===== src/rtl/tcptx_pkg.sv =====
// ----------------------------------------------------------------------------
// TCP TX window state table - package
// Widths, codes and payload/entry types shared by the RTL and the checker.
// ----------------------------------------------------------------------------
`default_nettype none

package tcptx_pkg;

  // table geometry
  localparam int SESSIONS  = 1024;
  localparam int SESSION_W = 10;
  localparam int ADDR_W    = $clog2(SESSIONS);

  // field widths
  localparam int SEQ_W   = 32;
  localparam int WIN_W   = 30;
  localparam int RWIN_W  = 16;
  localparam int SHIFT_W = 4;
  localparam int DUP_W   = 2;
  localparam int FLAG_W  = 3;
  localparam int CFG_IDX_W = 2;

  // flag bits in an entry
  localparam int FLAG_RDY = 0;
  localparam int FLAG_SNT = 1;
  localparam int FLAG_FRX = 2;

  // register reset values
  localparam logic [WIN_W-1:0] INIT_CWND_RST = WIN_W'(32'h3908);
  localparam logic [WIN_W-1:0] INIT_THR_RST  = WIN_W'(32'hFFFF);

  typedef enum logic [2:0] {
    OP_TX_READ  = 3'd0,
    OP_TX_WRITE = 3'd1,
    OP_RETX     = 3'd2,
    OP_APP_PUSH = 3'd3,
    OP_RX_WRITE = 3'd4,
    OP_RX_READ  = 3'd5
  } opcode_t;

  typedef enum logic [1:0] {
    KIND_TX_REPLY = 2'd0,
    KIND_RX_REPLY = 2'd1,
    KIND_ACK_PUSH = 2'd2,
    KIND_INIT_ACK = 2'd3
  } kind_t;

  typedef enum logic [CFG_IDX_W-1:0] {
    CFG_SCALE_EN   = 2'd0,
    CFG_NODELAY_EN = 2'd1,
    CFG_INIT_CWND  = 2'd2,
    CFG_INIT_THR   = 2'd3
  } cfg_reg_t;

  typedef struct packed {
    opcode_t              opcode;
    logic [SESSION_W-1:0] session;
    logic [SEQ_W-1:0]     sequence_req;
    logic [WIN_W-1:0]     window_value;
    logic                 init_flag;
    logic                 fin_ready_in;
    logic                 fin_sent_in;
    logic [RWIN_W-1:0]    recv_window_in;
    logic [DUP_W-1:0]     dup_count_in;
    logic                 fast_retx_in;
    logic [SHIFT_W-1:0]   win_shift_in;
  } req_t;

  typedef struct packed {
    kind_t                kind;
    logic [SESSION_W-1:0] out_session;
    logic [SEQ_W-1:0]     acked_out;
    logic [SEQ_W-1:0]     unacked_out;
    logic [WIN_W-1:0]     window_out;
    logic [SEQ_W-1:0]     app_out;
    logic [WIN_W-1:0]     used_length;
    logic [WIN_W-1:0]     threshold_out;
    logic                 fin_ready_out;
    logic                 fin_sent_out;
    logic [DUP_W-1:0]     dup_count_out;
    logic                 fast_retx_out;
  } result_t;

  // one table entry
  typedef struct packed {
    logic [SEQ_W-1:0]   acked;
    logic [SEQ_W-1:0]   unacked;
    logic [SEQ_W-1:0]   app;
    logic [WIN_W-1:0]   cong;
    logic [WIN_W-1:0]   threshold;
    logic [RWIN_W-1:0]  peer_wnd;
    logic [SHIFT_W-1:0] shift;
    logic [DUP_W-1:0]   dup;
    logic [FLAG_W-1:0]  flags;
  } entry_t;

  // configuration register set
  typedef struct packed {
    logic             scale_en;
    logic             nodelay_en;
    logic [WIN_W-1:0] init_cwnd;
    logic [WIN_W-1:0] init_thr;
  } cfg_t;

  // update and result produced for one request
  typedef struct packed {
    logic    wr_en;
    entry_t  wr_entry;
    logic    res_valid;
    result_t res;
  } calc_out_t;

endpackage

`default_nettype wire


===== src/rtl/tcptx_calc.sv =====
// ----------------------------------------------------------------------------
// TCP TX window state table - request evaluation
// Combinational update of one table entry and the result for one request.
// ----------------------------------------------------------------------------
`default_nettype none

module tcptx_calc
  import tcptx_pkg::*;
(
  input  req_t      req,
  input  entry_t    entry,
  input  cfg_t      cfg,
  output calc_out_t calc
);

  // smaller of congestion window and (optionally scaled) receive window
  function automatic logic [WIN_W-1:0] min_win(
    input logic [WIN_W-1:0]   cong,
    input logic [RWIN_W-1:0]  rwin,
    input logic [SHIFT_W-1:0] sh,
    input logic               scale
  );
    logic [WIN_W-1:0] scaled;
    scaled = WIN_W'(rwin);
    if (scale) begin
      scaled = scaled << sh;
    end
    return (cong < scaled) ? cong : scaled;
  endfunction

  logic [WIN_W-1:0]   used_len;
  logic [WIN_W-1:0]   tx_min;
  logic [WIN_W-1:0]   usable;
  logic [SHIFT_W-1:0] rx_shift;
  logic [SEQ_W-1:0]   seq_diff;

  // transmit-read window math
  assign seq_diff = entry.unacked - entry.acked;
  assign used_len = seq_diff[WIN_W-1:0];
  assign tx_min   = min_win(entry.cong, entry.peer_wnd, entry.shift, cfg.scale_en);
  assign usable   = (tx_min > used_len) ? (tx_min - used_len) : '0;
  assign rx_shift = req.init_flag ? req.win_shift_in : entry.shift;

  // per-opcode update and result
  always_comb begin
    calc                 = '0;
    calc.wr_entry        = entry;
    calc.res.out_session = req.session;
    case (req.opcode)
      OP_TX_READ: begin
        calc.res_valid         = 1'b1;
        calc.res.kind          = KIND_TX_REPLY;
        calc.res.acked_out     = entry.acked;
        calc.res.unacked_out   = entry.unacked;
        calc.res.window_out    = usable;
        calc.res.app_out       = entry.app;
        calc.res.used_length   = used_len;
        calc.res.fin_ready_out = entry.flags[FLAG_RDY];
        calc.res.fin_sent_out  = entry.flags[FLAG_SNT];
      end
      OP_TX_WRITE: begin
        calc.wr_en            = 1'b1;
        calc.wr_entry.unacked = req.sequence_req;
        if (req.init_flag) begin
          calc.wr_entry.app       = req.sequence_req;
          calc.wr_entry.acked     = req.sequence_req - SEQ_W'(1);
          calc.wr_entry.cong      = cfg.init_cwnd;
          calc.wr_entry.threshold = cfg.init_thr;
          calc.wr_entry.flags[FLAG_RDY] = req.fin_ready_in;
          calc.wr_entry.flags[FLAG_SNT] = req.fin_sent_in;
          calc.res_valid          = 1'b1;
          calc.res.kind           = KIND_INIT_ACK;
          calc.res.acked_out      = req.sequence_req;
          calc.res.window_out     = cfg.nodelay_en ? cfg.init_cwnd : '0;
        end else begin
          calc.wr_entry.flags[FLAG_RDY] = entry.flags[FLAG_RDY] | req.fin_ready_in;
          calc.wr_entry.flags[FLAG_SNT] = entry.flags[FLAG_SNT] | req.fin_sent_in;
        end
      end
      OP_RETX: begin
        calc.wr_en              = 1'b1;
        calc.wr_entry.threshold = req.window_value;
        calc.wr_entry.cong      = cfg.init_cwnd;
      end
      OP_APP_PUSH: begin
        calc.wr_en        = 1'b1;
        calc.wr_entry.app = req.sequence_req;
      end
      OP_RX_WRITE: begin
        calc.wr_en                    = 1'b1;
        calc.wr_entry.acked           = req.sequence_req;
        calc.wr_entry.peer_wnd        = req.recv_window_in;
        calc.wr_entry.cong            = req.window_value;
        calc.wr_entry.dup             = req.dup_count_in;
        calc.wr_entry.flags[FLAG_FRX] = req.fast_retx_in;
        calc.wr_entry.shift           = rx_shift;
        calc.res_valid                = 1'b1;
        calc.res.kind                 = KIND_ACK_PUSH;
        calc.res.acked_out            = req.sequence_req;
        calc.res.window_out           = cfg.nodelay_en ?
            min_win(req.window_value, req.recv_window_in, rx_shift, cfg.scale_en) : '0;
      end
      OP_RX_READ: begin
        calc.res_valid         = 1'b1;
        calc.res.kind          = KIND_RX_REPLY;
        calc.res.acked_out     = entry.acked;
        calc.res.unacked_out   = entry.unacked;
        calc.res.window_out    = entry.cong;
        calc.res.threshold_out = entry.threshold;
        calc.res.dup_count_out = entry.dup;
        calc.res.fast_retx_out = entry.flags[FLAG_FRX];
      end
      default: begin
        // undefined opcodes: no update, no result
        calc.wr_en     = 1'b0;
        calc.res_valid = 1'b0;
      end
    endcase
  end

endmodule

`default_nettype wire


===== config.mk =====
export PLATFORM = sky130hd
export DESIGN_NAME = tcptx_calc
export DESIGN_NICKNAME = d
export VERILOG_FILES = /design/src/rtl/tcptx_pkg.sv /design/src/rtl/tcptx_calc.sv
export SDC_FILE = /design/constraint.sdc
export NUM_CORES = 1
export LEC_CHECK = 0
export BUFFER_PORTS_ARGS = -buffer_cell sky130_fd_sc_hd__buf_2
export CAP_MARGIN = 10
export CORE_AREA = 2 2 281 283
export DETAILED_ROUTE_END_ITERATION = 7
export DIE_AREA = 0 0 283 285
export GPL_TIMING_DRIVEN = 0
export PLACE_DENSITY = 0.44
export SYNTH_ARGS = -nofsm -noshare
export SYNTH_HDL_FRONTEND = slang
export SYNTH_SLANG_ARGS = --single-unit
export TNS_END_PERCENT = 10

===== constraint.sdc =====
create_clock -name vclk -period 6.25
set_clock_uncertainty 0.05 [all_clocks]
set_input_delay 0 -clock vclk [all_inputs]
set_output_delay 0 -clock vclk [all_outputs]
set_load 0.01 [all_outputs]

==> impl_metrics.ini, run 1 <==
[global_routing]
top_usage_layer = met2
grt_pass1_vias = 17010
use_met3_pct = 5.360
grt_pass1_wl_microns = 138900
antenna_found_initial = 23
grt.overflow.total = 0
grt_usage_pct = 23.91
use_met2_pct = 40.09
use_met1_pct = 30.52
grt_max_degree = 11

[worst_setup_path]
endpoint_kind = output pin
path_max_fanout = 10
setup.worst_path.start = entry[8]
crit_arrival_ns = 6.14
critPathKind = in -> out
cp_num_cells = 26
critPathBufInv = 7
cp-start-kind = input port
cpLargestDelayFamily = compound AO/OA/AOI/OAI gates
critPathMaxStageDelay_ns = 0.53
crit_end = calc[108]
cp.required_ns = 6.20
slowest_stage = a2111oi_2

[sta]
slew_headroom_pct = 24.23
rsz0062_at_grt = yes
fin_crit_sh_pct = 99.00
drv_slew = 0
tightest_slew_ns = 1.137
fmax_ghz = 0.1616
final_hold_viol_count = 0
setup_viol = 0
min_period_ns = 6.188
setup_tns_ns = 0
setup_slack_ns = 0.06250

[final_layout]
syn_to_final_growth_pct = 46.44
postLayoutCellArea_sq_mm = 0.01727
n_sequential_cell = 0
clkbuf_count = 0
layout-drive-gt1-share_pct = 34.76
nets = 3029
num-fill-cells = 9095
final_cells = 3614
final-seq-area_sq_um = 0

[yosys]
syn_area_sq_mm = 0.01180
muxShareOfSynthArea_pct = 13.62
synth_compound_gate_area_share_pct = 31.77
synth_top_area_cell = ha_1
yosysTopAreaCellShare_pct = 13.36
avgSynthCellArea_sq_um = 6.450
synthAdderAreaFrac_pct = 13.70
synthesis.nets = 2301
syn_inst = 1829
ys_types = 78
synth_top_family_by_area = compound AO/OA/AOI/OAI gates
seq_area_frac_synth_pct = 0
synthSimpleGateAreaFrac_pct = 27.50
yosys-top-cells-area = ha_1, nand2_1, mux2i_1
synth_commonest_cells = nand2_1, ha_1, nor2_1
synth_xor_area_share_pct = 4.381
yosysWarnings = 0
synth.most_common_cell = nand2_1

[status]
outcome = completed

[detailed_routing]
drt-total-wl_microns = 102700
routedWlPerCell_microns = 28.41
final_antenna_net_count = 0
drt_iter0_drc = 2036
via_count = 18280
first_pass_iters = 6
viasPerCell = 5.057
drc_errors = 0

[job]
max_cap_viol_count = 0

[min_path]
hold_class = in -> out

[power]
pwr-share-clk_pct = 0
power_switching_uw = 1452
seqPwrFrac_pct = 0
power_density_mw_per_mm2 = 130.6
power_frac_comb_pct = 100.0
p_leak_uw = 0.008957
swShare_pct = 64.32
internal-power_uw = 805.3
finalPower_uw = 2257
ir_worst_vdd_mv = 0.06324

[placed_design]
place.port_buffers = 707
gp_congestion = 0.9826
dp.final_hpwl_microns = 90830
place_ws_ns = -2.110
placed_area_sq_mm = 0.01667
dp.cells = 3588

[clock_network]
postCtsHoldBufs = 0

[die]
die_y_microns = 285
dieWidth_microns = 283
die-area_sq_mm = 0.08066
fp-row-count = 103
pin_count = 730
core_area_sq_mm = 0.07797
initial_utilization_pct = 15.13
[worst min path at each step]
| stage | start | end | cells after the start |
|---|---|---|---|
| floorplan | req[88] | calc[191] | 1 |
| global route | req[96] | calc[199] | 2 |
| detailed placement | req[95] | calc[198] | 2 |
| global placement | req[95] | calc[198] | 2 |
| CTS | req[95] | calc[198] | 2 |
| finish | req[95] | calc[198] | 2 |
[routing by layer]
layer	part of all wire, %	routed length, microns
met5	0.11	115
met4	3.6	3675
met3	8.9	9108
met2	46	47280
met1	41	42500
[layout make-up]
class                           count  area (sq um)  area share (%)
Buffer                            136         656.9           3.803
Timing Repair Buffer              726          3690           21.36
Inverter                          128         480.5           2.781
Antenna cell                        9         22.52          0.1304
Multi-Input combinational cell   1565         11110           64.32
Tap cell                         1050          1314           7.605
[timing repair]
item                       CTS  global route
setup buffers                8             8
pin swaps                   11            11
gates resized for setup     68            37
setup endpoints to repair   30            30
[cell usage in the layout, fill, tap and decap left out, drive strengths merged, types with 34 or more instances in the layout]
cell / Yosys / routed
inv: 127 / 127
nor2: 126 / 126
a21oi: 122 / 122
clkbuf: 99 / 98
mux2i: 87 / 87
o21ai: 119 / 119
a22oi: 49 / 49
and3: 44 / 44
nand2: 307 / 307
xor2: 34 / 34
nor3: 36 / 36
ha: 126 / 126
and2: 69 / 69
a222oi: 40 / 40
buf: 37 / 764
mux2: 44 / 44
[kinds of logic (layout without fill, tap and decap cells)]
group,after synthesis,in the layout
adders and majority gates,128,128
xor gates and xnor gates,59,59
buffers and inverters,264,990
other,0,9
AOI/OAI and AO/OA,543,543
and+or+nand+nor,695,695
muxes,140,140
[stage by stage]
| step | hold WS, ns | utilization [%] |
|---|---|---|
| global route | 0.1413 | 22.14 |
| global placement | 0.1343 | 21.35 |
| detailed placement | 0.1341 | 21.38 |
| CTS | 0.1341 | 21.86 |
| floorplan | 0.04177 | - |
| finish | 0.1328 | 22.16 |
[power by group through the flow]
| stage | combinational [uW] | clock [uW] | sequential (uW) |
|---|---|---|---|
| finish | 2260 | 0.000181 | 0 |
| global placement | 2090 | 0 | 0 |
| floorplan | 1140 | 0 | 0 |
| detailed placement | 2080 | 0 | 0 |
| CTS | 2190 | 0 | 0 |
| global route | 2410 | 0.000107 | 0 |
Note: power is estimated with default switching activity, not from simulation.
==> run 2, diff against run 1 <==
Settings changed: ABC_AREA from default to 1, CORE_AREA 2 2 281 283 to 2 2 285 287, DIE_AREA 0 0 283 285 to 0 0 287 289, PLACE_DENSITY 0.44 to 0.45.
==> run 2 against run 1 <==
- critical path depth grew 7
- worst hold slack is essentially flat
- setup slack better by 0.22 ns
- via count grew 15%
- sequential share of layout area unchanged
- wire length increased by 12%
- count of clock-buffer cells in the layout is the same
- critical endpoint is now calc[114]
==> impl_metrics.ini, run 2 <==
[min_path]
hold_class = in -> out
hold_end = calc[199]
hold_start = req[96]
worstHoldPathCells = 2

[detailed_routing]
drt_iter0_drc = 1963
drc_errors = 0
dr.max_layer_used = met5
wl_met2_microns = 49590
viasPerCell = 4.909
wl_met3_microns = 10650
final_antenna_net_count = 0
routedWlPerCell_microns = 26.83
drt-total-wl_microns = 115400
first_pass_iters = 5
wl_met1_microns = 51510
via_count = 21110

[worst_setup_path]
crit_arrival_ns = 5.92
cp_common_cell = nand2_1
critPathKind = in -> out
cp.required_ns = 6.20
slowest_stage = ha_1
endpoint_kind = output pin
critPathMaxStageDelay_ns = 0.42
path_max_fanout = 10
cp-start-kind = input port

[die]
die_y_microns = 289
initial_utilization_pct = 16.06
fp-row-count = 104
core_area_sq_mm = 0.07990
pin_count = 730
dieWidth_microns = 287
die-area_sq_mm = 0.08294

[sta]
fmax_ghz = 0.1675
min_period_ns = 5.970
final_hold_viol_count = 0
setup_viol = 0
tightest_slew_ns = 1.253
whs_ns = 0.1327
slew_headroom_pct = 16.47
fin_crit_sh_pct = 95.51
drv_slew = 0
rsz0062_at_grt = yes

[clock_network]
postCtsHoldBufs = 0

[final_layout]
n_sequential_cell = 0
layout-drive-gt1-share_pct = 24.87
nets = 3707
final_cells = 4300
final-seq-area_sq_um = 0
syn_to_final_growth_pct = 39.22
final_cell_mix = buf_2, nand2_1, inv_1
clkbuf_count = 0
utilization_pct = 22.35
layout_commonest_cell = buf_2

[placed_design]
gp_congestion = 1.005
dp.final_hpwl_microns = 102400
place.port_buffers = 717
dp.cells = 4291

[job]
max_cap_viol_count = 0

[yosys]
synth.most_common_cell = nand2_1
ys_types = 51
syn_inst = 2513
yosysTopAreaCellShare_pct = 17.32
synth_commonest_cells = nand2_1, inv_1, o21ai_0
synthesis.nets = 2985
avgSynthCellArea_sq_um = 5.105
yosys-top-cells-area = nand2_1, ha_1, inv_1
seq_area_frac_synth_pct = 0
syn_area_sq_mm = 0.01283
synth_top_area_cell = nand2_1
yosysWarnings = 0

[power]
power_density_mw_per_mm2 = 120.9
p_leak_uw = 0.009793
ir_worst_vdd_mv = 0.03786

[global_routing]
grt.overflow.total = 0
grt_max_degree = 11
grt_pass1_wl_microns = 152500
antenna_found_initial = 33
grt_usage_pct = 26.00
grt_pass1_vias = 19300

[status]
outcome = completed
[run 2: changes by cell type after synthesis, sizes merged, moves of 40 or more]
cell / previous run / this run
a222oi: 40 / 0
a22oi: 49 / 4
and2: 69 / 2
and3: 44 / 0
inv: 127 / 422
mux2: 44 / 0
mux2i: 87 / 11
nand2: 307 / 594
nand3: 24 / 144
nor2: 126 / 276
o21ai: 119 / 318
o22ai: 5 / 54
[run 2: kinds of logic after synthesis]
logic type | Yosys count | synth area share [%]
fa+ha+maj | 128 | 12.60
simple gates | 1087 | 34.70
mux | 11 | 0.8583
compound gates | 666 | 30.57
xor+xnor | 62 | 4.233
buf+inv | 559 | 17.04
[run 2: critical path: cells and delay by family]
family / cells / cell delay (ns)
AO/OA/AOI/OAI: 11 / 2.05
XOR/XNOR: 1 / 0.34
adder cells (fa/ha/maj): 2 / 0.71
buffers and inverters: 7 / 1.24
AND/OR/NAND/NOR: 12 / 1.56
[run 2: metrics by stage]
step / setup slack, ns / power [uW] / area (sq um) / setup TNS [ns]
detailed placement: -0.6951 / 2104 / 17760 / -11.87
CTS: 0.03575 / 2120 / 17780 / 0
global placement: -0.7617 / 2117 / 17740 / -13.47
global route: -0.06806 / 2332 / 17850 / -0.06927
finish: 0.2804 / 2158 / 17860 / 0
floorplan: 1.726 / 1162 / 12830 / 0
[run 2: what timing repair did]
item	in CTS	in global routing
gates resized for setup	9	22
pin swaps	0	3
setup endpoints to repair	28	29
cloned	0	0
buffers inserted	0	2
[run 2: area by class of cell]
| cell class | instances | area (sq um) |
|---|---|---|
| Buffer | 135 | 610.6 |
| Fill cell | 9734 | 62040 |
| Tap cell | 1060 | 1326 |
| Inverter | 424 | 1597 |
| Antenna cell | 7 | 17.52 |
| Timing Repair Buffer | 720 | 3615 |
| Multi-Input combinational cell | 1954 | 10690 |
[run 2: worst max-delay path by stage]
| stage | from | to | slack (ns) | cells after the start |
|---|---|---|---|---|
| finish | entry[5] | calc[114] | 0.28 | 33 |
| floorplan | entry[5] | calc[125] | 1.73 | 31 |
| detailed placement | entry[6] | calc[124] | -0.70 | 34 |
| CTS | entry[5] | calc[125] | 0.04 | 36 |
| global route | entry[5] | calc[114] | -0.07 | 33 |
| global placement | entry[6] | calc[124] | -0.76 | 32 |
[run 2: routing by layer]
layer  global-route usage, %  up-vias
met4                   6.523       44
met1                   36.24    10070
li1                        -     9804
met3                   6.197      167
met2                   39.92     1025
met5                       0        -
[run 2: where the power goes]
| group | internal, uW | total (uW) | switching (uW) |
|---|---|---|---|
| clock network | 0.0000277 | 0.0000277 | 0 |
| registers | 0 | 0 | 0 |
| logic | 680 | 2160 | 1480 |
